File: config.mk
export PLATFORM = sky130hd
export DESIGN_NAME = hdbn_line_encoder
export DESIGN_NICKNAME = d
export VERILOG_FILES = /design/src/hw/rtl/hdbn_pkg.sv /design/src/hw/rtl/hdbn_cfg_regs.sv /design/src/hw/rtl/hdbn_enc_core.sv /design/src/hw/rtl/hdbn_out_stage.sv /design/src/hw/rtl/hdbn_line_encoder.sv
export SDC_FILE = /design/constraint.sdc
export NUM_CORES = 1
export LEC_CHECK = 0
export ABC_AREA = 1
export BUFFER_PORTS_ARGS = -buffer_cell sky130_fd_sc_hd__buf_2
export CORE_ASPECT_RATIO = 1.2
export CORE_MARGIN = 3
export CORE_UTILIZATION = 49
export CTS_BUF_LIST = sky130_fd_sc_hd__clkbuf_8
export DETAILED_ROUTE_END_ITERATION = 6
export PLACE_DENSITY = 0.83
export SYNTH_ARGS = -nofsm -noshare
export SYNTH_HDL_FRONTEND = slang
export SYNTH_HIERARCHICAL = 1
export SYNTH_SLANG_ARGS = --single-unit
File: constraint.sdc
create_clock -name i_clk -period 2.4 [get_ports i_clk]
set_input_delay 0.48 -clock i_clk [delete_from_list [all_inputs] [get_ports i_clk]]
set_output_delay 0.48 -clock i_clk [all_outputs]
set_load 0.05 [all_outputs]
File: src/hw/rtl/hdbn_pkg.sv
// hdbn_pkg: shared types, constants and helper functions for the HDBn line encoder.
// No dependencies; imported by every module of the block.
`default_nettype none

package hdbn_pkg;

    // Largest HDB order supported; runs of MAX_ORDER+1 zeros are the longest replaced.
    localparam int MAX_ORDER   = 7;
    localparam int DELAY_DEPTH = MAX_ORDER + 1;
    localparam int IDX_W       = $clog2(DELAY_DEPTH);
    localparam int CNT_W       = $clog2(MAX_ORDER + 1);

    // Configuration register file
    localparam int CFG_W    = 3;
    localparam int APB_DW   = 32;
    localparam int APB_AW   = 3;
    localparam logic [CFG_W-1:0] ORDER_RESET = 3'd3;

    typedef enum logic [0:0] {
        REG_ZERO_RUN_ORDER = 1'b0
    } t_reg_idx;

    typedef logic signed [1:0] t_symbol;

    localparam t_symbol SYM_ZERO = 2'sb00;
    localparam t_symbol SYM_POS  = 2'sb01;
    localparam t_symbol SYM_NEG  = 2'sb11;

    // Result handed from the encoder core to the output stage
    typedef struct packed {
        t_symbol symbol;
    } t_enc_result;

    function automatic t_symbol pol_symbol(input logic positive);
        pol_symbol = positive ? SYM_POS : SYM_NEG;
    endfunction

    // Register value 0 acts as order 1; values above MAX_ORDER saturate.
    function automatic logic [IDX_W-1:0] effective_order(input logic [CFG_W-1:0] order);
        logic [IDX_W-1:0] n;
        if (order == '0) begin
            n = IDX_W'(1);
        end else if (32'(order) > MAX_ORDER) begin
            n = IDX_W'(MAX_ORDER);
        end else begin
            n = IDX_W'(order);
        end
        effective_order = n;
    endfunction

endpackage

`default_nettype wire

File: src/hw/rtl/hdbn_cfg_regs.sv
// hdbn_cfg_regs: APB-style configuration register (zero_run_order).
// Depends on hdbn_pkg.
`default_nettype none

module hdbn_cfg_regs
    import hdbn_pkg::*;
(
    input  wire logic              i_clk,
    input  wire logic              i_rst_n,
    input  wire logic              psel,
    input  wire logic              penable,
    input  wire logic              pwrite,
    input  wire logic [APB_AW-1:0] paddr,
    input  wire logic [APB_DW-1:0] pwdata,
    output logic      [APB_DW-1:0] prdata,
    output logic                   pready,
    output logic      [CFG_W-1:0]  o_order
);

    logic [CFG_W-1:0] r_order;
    logic             reg_hit;

    // Registers sit at byte address 4*i
    assign reg_hit = (t_reg_idx'(paddr[APB_AW-1]) == REG_ZERO_RUN_ORDER);

    always_ff @(posedge i_clk) begin
        if (!i_rst_n) begin
            r_order <= ORDER_RESET;
        end else if (psel && penable && pwrite && pready && reg_hit) begin
            r_order <= pwdata[CFG_W-1:0];
        end
    end

    always_comb begin
        prdata = '0;
        if (reg_hit) begin
            prdata = APB_DW'(r_order);
        end
    end

    assign pready  = 1'b1;
    assign o_order = r_order;

endmodule

`default_nettype wire

File: src/hw/rtl/hdbn_enc_core.sv
// hdbn_enc_core: AMI marking, zero-run substitution (000V / B00V) and symbol delay line.
// Depends on hdbn_pkg.
`default_nettype none

module hdbn_enc_core
    import hdbn_pkg::*;
(
    input  wire logic             i_clk,
    input  wire logic             i_rst_n,
    input  wire logic             i_advance,
    input  wire logic             i_data_bit,
    input  wire logic [CFG_W-1:0] i_order,
    output t_enc_result           o_result
);

    t_symbol          r_line [DELAY_DEPTH];
    t_symbol          n_line [DELAY_DEPTH];
    logic [CNT_W-1:0] r_cnt, n_cnt;
    logic             r_next_pos, n_next_pos;
    logic             r_last_pos, n_last_pos;
    logic             r_odd, n_odd;

    logic [IDX_W-1:0] n_ord;
    logic [CNT_W:0]   cnt_inc;
    logic             substitute;
    logic             balance;
    logic             last_after;
    t_symbol          sym;

    assign n_ord      = effective_order(i_order);
    assign cnt_inc    = {1'b0, r_cnt} + 1'b1;
    assign substitute = !i_data_bit && (n_ord > IDX_W'(1))
                        && (cnt_inc >= ((CNT_W+1)'(n_ord) + 1'b1));
    // Even number of marks since last violation: balancing pulse needed
    assign balance    = substitute && !r_odd;
    assign last_after = balance ? !r_last_pos : r_last_pos;

    always_comb begin
        n_cnt      = r_cnt;
        n_next_pos = r_next_pos;
        n_last_pos = r_last_pos;
        n_odd      = r_odd;
        sym        = SYM_ZERO;
        if (i_data_bit) begin
            sym        = pol_symbol(r_next_pos);
            n_last_pos = r_next_pos;
            n_next_pos = !r_next_pos;
            n_odd      = !r_odd;
            n_cnt      = '0;
        end else if (n_ord > IDX_W'(1)) begin
            if (substitute) begin
                sym        = pol_symbol(last_after);
                n_last_pos = last_after;
                n_next_pos = !last_after;
                n_odd      = 1'b0;
                n_cnt      = '0;
            end else begin
                n_cnt = cnt_inc[CNT_W-1:0];
            end
        end else begin
            n_cnt = '0;
        end
    end

    // Shift by one; B lands on the first zero of the run, which moves into slot n.
    always_comb begin
        n_line[0] = sym;
        for (int k = 1; k < DELAY_DEPTH; k++) begin
            if (balance && (IDX_W'(k) == n_ord)) begin
                n_line[k] = pol_symbol(last_after);
            end else begin
                n_line[k] = r_line[k-1];
            end
        end
    end

    always_ff @(posedge i_clk) begin
        if (!i_rst_n) begin
            for (int k = 0; k < DELAY_DEPTH; k++) begin
                r_line[k] <= SYM_ZERO;
            end
            r_cnt      <= '0;
            r_next_pos <= 1'b1;
            r_last_pos <= 1'b1;
            r_odd      <= 1'b1;
        end else if (i_advance) begin
            r_line     <= n_line;
            r_cnt      <= n_cnt;
            r_next_pos <= n_next_pos;
            r_last_pos <= n_last_pos;
            r_odd      <= n_odd;
        end
    end

    assign o_result.symbol = r_line[n_ord];

endmodule

`default_nettype wire

File: src/hw/rtl/hdbn_out_stage.sv
// hdbn_out_stage: result register with valid/stall handshake and rail decode.
// Depends on hdbn_pkg.
`default_nettype none

module hdbn_out_stage
    import hdbn_pkg::*;
(
    input  wire logic        i_clk,
    input  wire logic        i_rst_n,
    input  wire logic        i_load,
    input  wire t_enc_result i_result,
    input  wire logic        i_out_stall,
    output logic             o_full_blocked,
    output logic             o_out_valid,
    output t_symbol          o_line_symbol,
    output logic             o_pos_rail,
    output logic             o_neg_rail
);

    logic    r_valid;
    t_symbol r_symbol;

    always_ff @(posedge i_clk) begin
        if (!i_rst_n) begin
            r_valid <= 1'b0;
        end else if (i_load) begin
            r_valid <= 1'b1;
        end else if (!i_out_stall) begin
            r_valid <= 1'b0;
        end
    end

    always_ff @(posedge i_clk) begin
        if (i_load) begin
            r_symbol <= i_result.symbol;
        end
    end

    // Only a held, unaccepted result blocks a new request
    assign o_full_blocked = r_valid && i_out_stall;
    assign o_out_valid    = r_valid;
    assign o_line_symbol  = r_symbol;
    assign o_pos_rail     = (r_symbol == SYM_POS);
    assign o_neg_rail     = (r_symbol == SYM_NEG);

endmodule

`default_nettype wire

File: src/hw/rtl/hdbn_line_encoder.sv
// HDBn line encoder (HDB3 at the default order 3): one data bit in, one ternary
// line symbol out per request, AMI marking with 000V/B00V substitution of runs of
// order+1 zeros; order 1 (or 0) gives plain AMI. One request is taken every clock
// cycle; the result appears in the output register in the cycle after acceptance and
// a new request is taken while it waits, stalling only when that register is held.
// Each result carries the line symbol decided order+1 requests earlier (the first
// order+1 results are zero symbols). Changing zero_run_order moves the delay tap
// at once, without flushing. No clearing pass after reset.
// Depends on hdbn_pkg, hdbn_cfg_regs, hdbn_enc_core, hdbn_out_stage.
`default_nettype none

module hdbn_line_encoder
    import hdbn_pkg::*;
(
    input  wire logic              i_clk,
    input  wire logic              i_rst_n,
    input  wire logic              i_in_valid,
    output logic                   o_in_stall,
    input  wire logic              i_data_bit,
    output logic                   o_out_valid,
    input  wire logic              i_out_stall,
    output t_symbol                o_line_symbol,
    output logic                   o_pos_rail,
    output logic                   o_neg_rail,
    input  wire logic              psel,
    input  wire logic              penable,
    input  wire logic              pwrite,
    input  wire logic [APB_AW-1:0] paddr,
    input  wire logic [APB_DW-1:0] pwdata,
    output logic      [APB_DW-1:0] prdata,
    output logic                   pready
);

    logic [CFG_W-1:0] order;
    logic             accept;
    logic             blocked;
    t_enc_result      result;

    assign o_in_stall = blocked;
    assign accept     = i_in_valid && !blocked;

    hdbn_cfg_regs u_cfg (
        .i_clk   (i_clk),
        .i_rst_n (i_rst_n),
        .psel    (psel),
        .penable (penable),
        .pwrite  (pwrite),
        .paddr   (paddr),
        .pwdata  (pwdata),
        .prdata  (prdata),
        .pready  (pready),
        .o_order (order)
    );

    hdbn_enc_core u_core (
        .i_clk      (i_clk),
        .i_rst_n    (i_rst_n),
        .i_advance  (accept),
        .i_data_bit (i_data_bit),
        .i_order    (order),
        .o_result   (result)
    );

    hdbn_out_stage u_out (
        .i_clk          (i_clk),
        .i_rst_n        (i_rst_n),
        .i_load         (accept),
        .i_result       (result),
        .i_out_stall    (i_out_stall),
        .o_full_blocked (blocked),
        .o_out_valid    (o_out_valid),
        .o_line_symbol  (o_line_symbol),
        .o_pos_rail     (o_pos_rail),
        .o_neg_rail     (o_neg_rail)
    );

endmodule

`default_nettype wire

Yosys cells after proc, flatten, opt, wreduce, memory -nomap -nowiden

Cells that the tools add are included.

Add/subtract/negate cells: 2
$lt $le $gt $ge: 3
Equal/unequal tests: 10
Multiplexer cells: 32
Bitwise operators: 2
Reduce and logical (&&, ||, !) cells: 25

Operators with widths:

| cell                                                                            | number |
|---|---|
| 2-bit two-way mux                                                               | 14 |
| 1-bit logical AND                                                               | 15 |
| 3-bit two-way mux                                                               | 5 |
| 3-bit equality test, first input constant                                       | 4 |
| 1-bit two-way mux                                                               | 12 |
| 3-bit by 1-bit adder with 4-bit output, second input constant                   | 2 |
| 2-bit binary-select mux with 3-bit select                                       | 1 |
| 2-bit by 3-bit equality test with 1-bit output, first input constant            | 2 |
| 1-bit zero test                                                                 | 6 |
| 4-bit >= comparator                                                             | 1 |
| 4-bit >= comparator, second input constant                                      | 1 |
| 3-bit inverter with 4-bit output                                                | 1 |
| 2-bit nonzero test                                                              | 2 |
| 1-bit by 3-bit equality test with 1-bit output, first input constant            | 1 |
| 3-bit by 1-bit greater-than comparator with 1-bit output, second input constant | 1 |
| 3-bit zero test                                                                 | 1 |
| 3-bit AND reduction                                                             | 1 |
| 2-bit by 1-bit equality test with 1-bit output, second input constant           | 1 |
| 2-bit equality test, second input constant                                      | 1 |
| 2-bit by 1-bit != test with 1-bit output, second input constant                 | 1 |
| 1-bit inverter                                                                  | 1 |

Bits in registers: 28
Bits of input ports: 43
Output and inout port bits: 39
Logic and storage cells: 89

Longest topological paths before layout

Depth in word-level cells: 11
Depth in mapped cells: 16

Hierarchy

Netlist, hierarchy kept.

By module, submodules not included:

| module            | times used | cells each | area an instance (um2) | sequential area each (um2) |
|---|---|---|---|---|
| hdbn_enc_core     | 1          | 193        | 1315.0                 | 440.4 |
| hdbn_cfg_regs     | 1          | 60         | 400.4                  | 60.1 |
| hdbn_out_stage    | 1          | 12         | 118.9                  | 80.1 |
| hdbn_line_encoder | 1          | 2          | 10.0                   | 0.0 |

Worst setup path before layout

OpenSTA, ideal clock, no wires.

Kind: flip-flop to flip-flop
From: register u_cfg.r_order[2], in the netlist u_cfg/o_order[2]
To: register u_core.r_next_pos
Setup time: 0.122 ns
Arrival: 2.037 ns
Required time: 2.278 ns
Slack: 0.241 ns
Stages on the path, launching flop included: 16
Path buffers: 1
Clock period less this slack: 2.159 ns
Cells stage by stage: dfxtp_1 inv_2 nand2_4 nand2_1 ha_1 ha_1 nand2_1 nand2_1 nand2_2 nand2_2 buf_6 nand4_1 nand3_1 nand2_1 o21ai_2 nand2_1

Longest elaborated chain between the ends: 11
Elaborated cells on any way between the ends: 16
Those cells by class: add/sub (1); order compare (2); mux (5); reduce/logical (8)

Ends and longest elaborated chain:

| what                                                                                                                      | RTL line                                                      | text |
|---|---|---|
| start: declaration                                                                                                        | hdbn_cfg_regs.sv:20                                           | `logic [CFG_W-1:0] r_order;` |
| start signal: assignment                                                                                                  | hdbn_cfg_regs.sv:30                                           | `r_order <= pwdata[CFG_W-1:0];` |
| 3-bit zero test                                                                                                           | hdbn_pkg.sv:41                                                | `if (order == '0) begin` |
| 3-bit two-way mux (*)                                                                                                     | hdbn_pkg.sv:41                                                |  |
| 3-bit by 1-bit adder with 4-bit output / 3-bit by 1-bit greater-than comparator with 1-bit output (equally long branches) | hdbn_enc_core.sv:33, hdbn_enc_core.sv:32, hdbn_enc_core.sv:50 |  |
| 4-bit >= comparator / 1-bit logical AND (equally long branches)                                                           | hdbn_enc_core.sv:33, hdbn_enc_core.sv:32                      |  |
| 1-bit logical AND                                                                                                         | hdbn_enc_core.sv:33                                           | `&& (cnt_inc >= ((CNT_W+1)'(n_ord) + 1'b1));` |
| 1-bit logical AND                                                                                                         | hdbn_enc_core.sv:35                                           | `assign balance = substitute && !r_odd;` |
| 1-bit two-way mux                                                                                                         | hdbn_enc_core.sv:36                                           | `assign last_after = balance ? !r_last_pos : r_last_pos;` |
| 1-bit zero test                                                                                                           | hdbn_enc_core.sv:54                                           | `n_next_pos = !last_after;` |
| 1-bit two-way mux                                                                                                         | hdbn_enc_core.sv:51                                           | `if (substitute) begin` |
| 1-bit two-way mux                                                                                                         | hdbn_enc_core.sv:50                                           | `end else if (n_ord > IDX_W'(1)) begin` |
| 1-bit two-way mux                                                                                                         | hdbn_enc_core.sv:44                                           | `if (i_data_bit) begin` |
| end signal: assignment                                                                                                    | hdbn_enc_core.sv:89                                           | `r_next_pos <= n_next_pos;` |
| end: declaration                                                                                                          | hdbn_enc_core.sv:19                                           | `logic r_next_pos, n_next_pos;` |

Mark *: on every way between the ends. The rest lies on a longest branch, timed or not. The select of a mux whose other input is x is not followed.
A chain may end at the register's enable or synchronous reset.

Final worst setup path

From: register u_cfg.r_order[1], in the netlist u_cfg/o_order[1]
To: register u_core.r_next_pos

The elaborated chain is that of the path after synthesis.

==> impl_metrics.py <==
metrics = {
    "outcome": {
        "status": "complete, no violations",
    },
    "routing": {
        "drtIter0Drc": 77,
        "drt_pass1_iterations": 4,
        "totalWireLength_mm": 3.688,
        "drc_errors": 0,
        "wl_per_cell_um": 10.98,
        "drtAntennaViolNets": 0,
        "via_per_inst": 4.967,
        "detailroute.via_count": 1669,
    },
    "clock_network": {
        "clk_latency_ns": 0.28,
        "root_buffer": "clkbuf_8",
        "cts_setup_buffers": 0,
        "clock_path_buffers": 2,
        "cts.sinks": 28,
        "cts_buffers": 3,
        "cts_resized": 0,
        "cts_hold_buffers": 0,
        "path_clk_slew_ns": 0.10,
        "cts_tree": "yes",
        "h-tree-depth": 1,
    },
    "yosys": {
        "syn-cell-area_um2": 1844,
        "synth-edff-count": 2,
        "synthMuxAreaShare_pct": 0,
        "yosysWarnings": 6,
        "synthAdderAreaFrac_pct": 3.392,
        "synth_cell_type_count": 32,
        "yosysTopAreaCell": "dfxtp_1",
        "synth-seq-cells": 28,
        "synth_flop_cell": "dfxtp_1",
        "synth_area_per_cell_um2": 6.907,
        "synth-compound-area-share_pct": 13.77,
        "synth_top_family_by_area": "simple AND/OR/NAND/NOR gates",
        "synth_simple_gate_area_share_pct": 28.49,
        "synth_area_leaders": "dfxtp_1, buf_4, nand2_1",
        "postSynthCellCount": 267,
        "synth_top_area_share_pct": 28.22,
        "synth-async-reset-ratio_pct": 0,
        "synth-xor-area-share_pct": 0.4749,
        "ys_seq_area_share_pct": 31.48,
    },
    "floorplanning": {
        "core_area_um2": 3482,
        "die_w_um": 62.01,
        "io_pins": 82,
        "initial_utilization_pct": 52.96,
        "rows": 23,
        "dieHeight_um": 73.21,
        "die_area_um2": 4539,
    },
    "global_routing": {
        "grt_pass1_vias": 1425,
        "grt_antenna_before_repair": 0,
        "grt_max_degree": 25,
        "grt.total_usage_pct": 17.67,
        "grt_pass1_wl_mm": 6.141,
        "gr-total-overflow": 0,
    },
    "timing": {
        "fin_ws_ns": 0.1843,
        "timing.setup.tns_ns": 0,
        "slew_headroom_pct": 61.58,
        "timing.final.crit_share_pct": 92.32,
        "worst_pin_slew_ns": 0.5756,
        "max_freq_mhz": 451.3,
        "fin_crit_ns": 2.216,
        "drv_slew": 0,
        "finalSetupViolCount": 0,
        "rsz0062_at_grt": "false",
        "hold_viol": 0,
        "finClkSkew_ns": 0.008084,
    },
    "placed_design": {
        "gp_congestion": 0.8328,
        "port_buffers": 20,
        "pre_cts_slack_ns": 0.1365,
        "dpl_cell_area_um2": 1883,
        "dp.final_hpwl_mm": 2.738,
    },
    "cells_and_area": {
        "antenna-diode-count": 0,
        "final_util_pct": 56.16,
        "multi_input_area_um2": 963.4,
        "nFillCells": 336,
        "syn_to_final_growth_pct": 6.038,
        "final_area_um2": 1956,
        "layout-drive-gt1-share_pct": 15.73,
        "seqCellArea_um2": 581.8,
        "fin_nets": 335,
    },
    "power": {
        "finalPower_uw": 1184,
        "ir_drop_mv": 0.2770,
        "clockPowerShare_pct": 31.2,
        "p_leak_uw": 0.0009916,
        "seqPwrFrac_pct": 43.1,
        "internal_power_uw": 776.0,
        "power_frac_comb_pct": 25.7,
        "sw_frac_of_total_pct": 34.46,
        "power_density_nw_per_um2": 605.5,
        "p_sw_uw": 408.1,
    },
    "setup_path": {
        "worstSetupStartpointType": "register",
        "end_kind": "register",
        "critPathArrivalTime_ns": 2.38,
        "cp.required_ns": 2.56,
        "cp_max_fo": 11,
        "worst-setup-path-type": "reg2reg",
    },
    "job": {
        "max_cap_violations": 0,
    },
    "min_path": {
        "hold_path_class": "in2reg",
    },
}
## final cells by class
cell class | count | share of cell area, %
Inverter | 39 | 7.486
Sequential cell | 28 | 29.75
Tap cell | 50 | 3.199
Clock buffer | 3 | 2.111
Timing Repair Buffer | 24 | 6.654
Multi-Input combinational cell | 191 | 49.26
Clock inverter | 1 | 1.536
## through the flow
| stage | hold WS [ns] | cells |
|---|---|---|
| 2_1_floorplan | 0.4453 | 295 |
| 3_5_place_dp | 0.4610 | 332 |
| 3_3_place_gp | 0.4548 | 332 |
| 4_1_cts | 0.4065 | 336 |
| 5_1_grt | 0.4178 | 336 |
| 6_report | 0.4089 | 336 |
## worst max-delay path, stage by stage, from the launching register on
cell and delay (ns):
dfxtp_2 0.39, inv_2 0.06, nand2_4 0.10, nand2_1 0.08, ha_1 0.28, ha_1 0.27
nand2_1 0.05, nand2_1 0.06, nand2_2 0.06, nand2_2 0.20, nand2_1 0.08, nand2_1 0.06
nand2_1 0.08, nor2_1 0.10, nand2_1 0.09, o21ai_2 0.06, nand2_1 0.05
## cell usage after synthesis, types with 3 or more instances
cell and number:
nand4_1 15, o21ai_0 10, inv_1 33, inv_2 4
dfxtp_1 26, clkbuf_1 5, nand3_1 12, nand2_1 52
a21oi_1 17, buf_4 30, a31oi_1 4, ha_1 5
nand2_2 3, o211ai_1 5, nor2_1 23
## registers in the layout, summed over array words and instances (netlist names)
signal	cells
u_core/r_next_pos	1
u_out/o_out_valid	1
u_out/o_line_symbol	2
u_core/r_odd	1
u_cfg/o_order	3
u_core/r_last_pos	1
u_core/r_cnt	3
u_core/r_line	16
## routing by layer
layer / GRT usage, % / share of wire [%] / vias to the layer above
met2: 29.61 / 49 / 73
met5: 0 / 0 / -
met3: 2.124 / 7.4 / 4
met4: 5.896 / 1.0 / 0
met1: 22.85 / 42 / 748
li1: - / - / 844
## placed cells by master, fill, tap and decap left out, types with 3 or more instances in the layout
cell type   n
nand4_1    15
nand2_1    52
a31oi_1     4
o211ai_1    5
buf_4       4
conb_1     30
nand2_2     3
inv_2       4
dfxtp_1    25
ha_1        5
buf_2      20
o21ai_0    10
clkbuf_8    3
nand3_1    12
nor2_1     23
inv_1      33
a21oi_1    17
## logic make-up after synthesis
kind of cell | count (synthesis)
other | 2
adders and majority gates | 5
DFF | 28
xor gates and xnor gates | 1
buffers and inverters | 76
and+or+nand+nor | 112
AOI/OAI and AO/OA | 43
## power by group through the flow
stage | sequential, µW | clock [µW] | combinational [µW]
finish | 511 | 370 | 304
global route | 514 | 396 | 333
CTS | 510 | 377 | 301
detailed placement | 521 | 0 | 301
global placement | 520 | 0 | 295
floorplan | 533 | 0 | 280
## final timing paths
kind,from,to,slack [ns],cells after the start
max,u_cfg/o_order[1],u_core/r_next_pos,0.18,16
min,pwdata[0],u_cfg/o_order[0],0.41,3
max reg2reg,u_cfg/o_order[1],u_core/r_next_pos,0.18,16
min reg2reg,u_core/r_line[9],u_core/r_line[9],0.47,2
No activity file was read; power rests on OpenSTA's default activity.
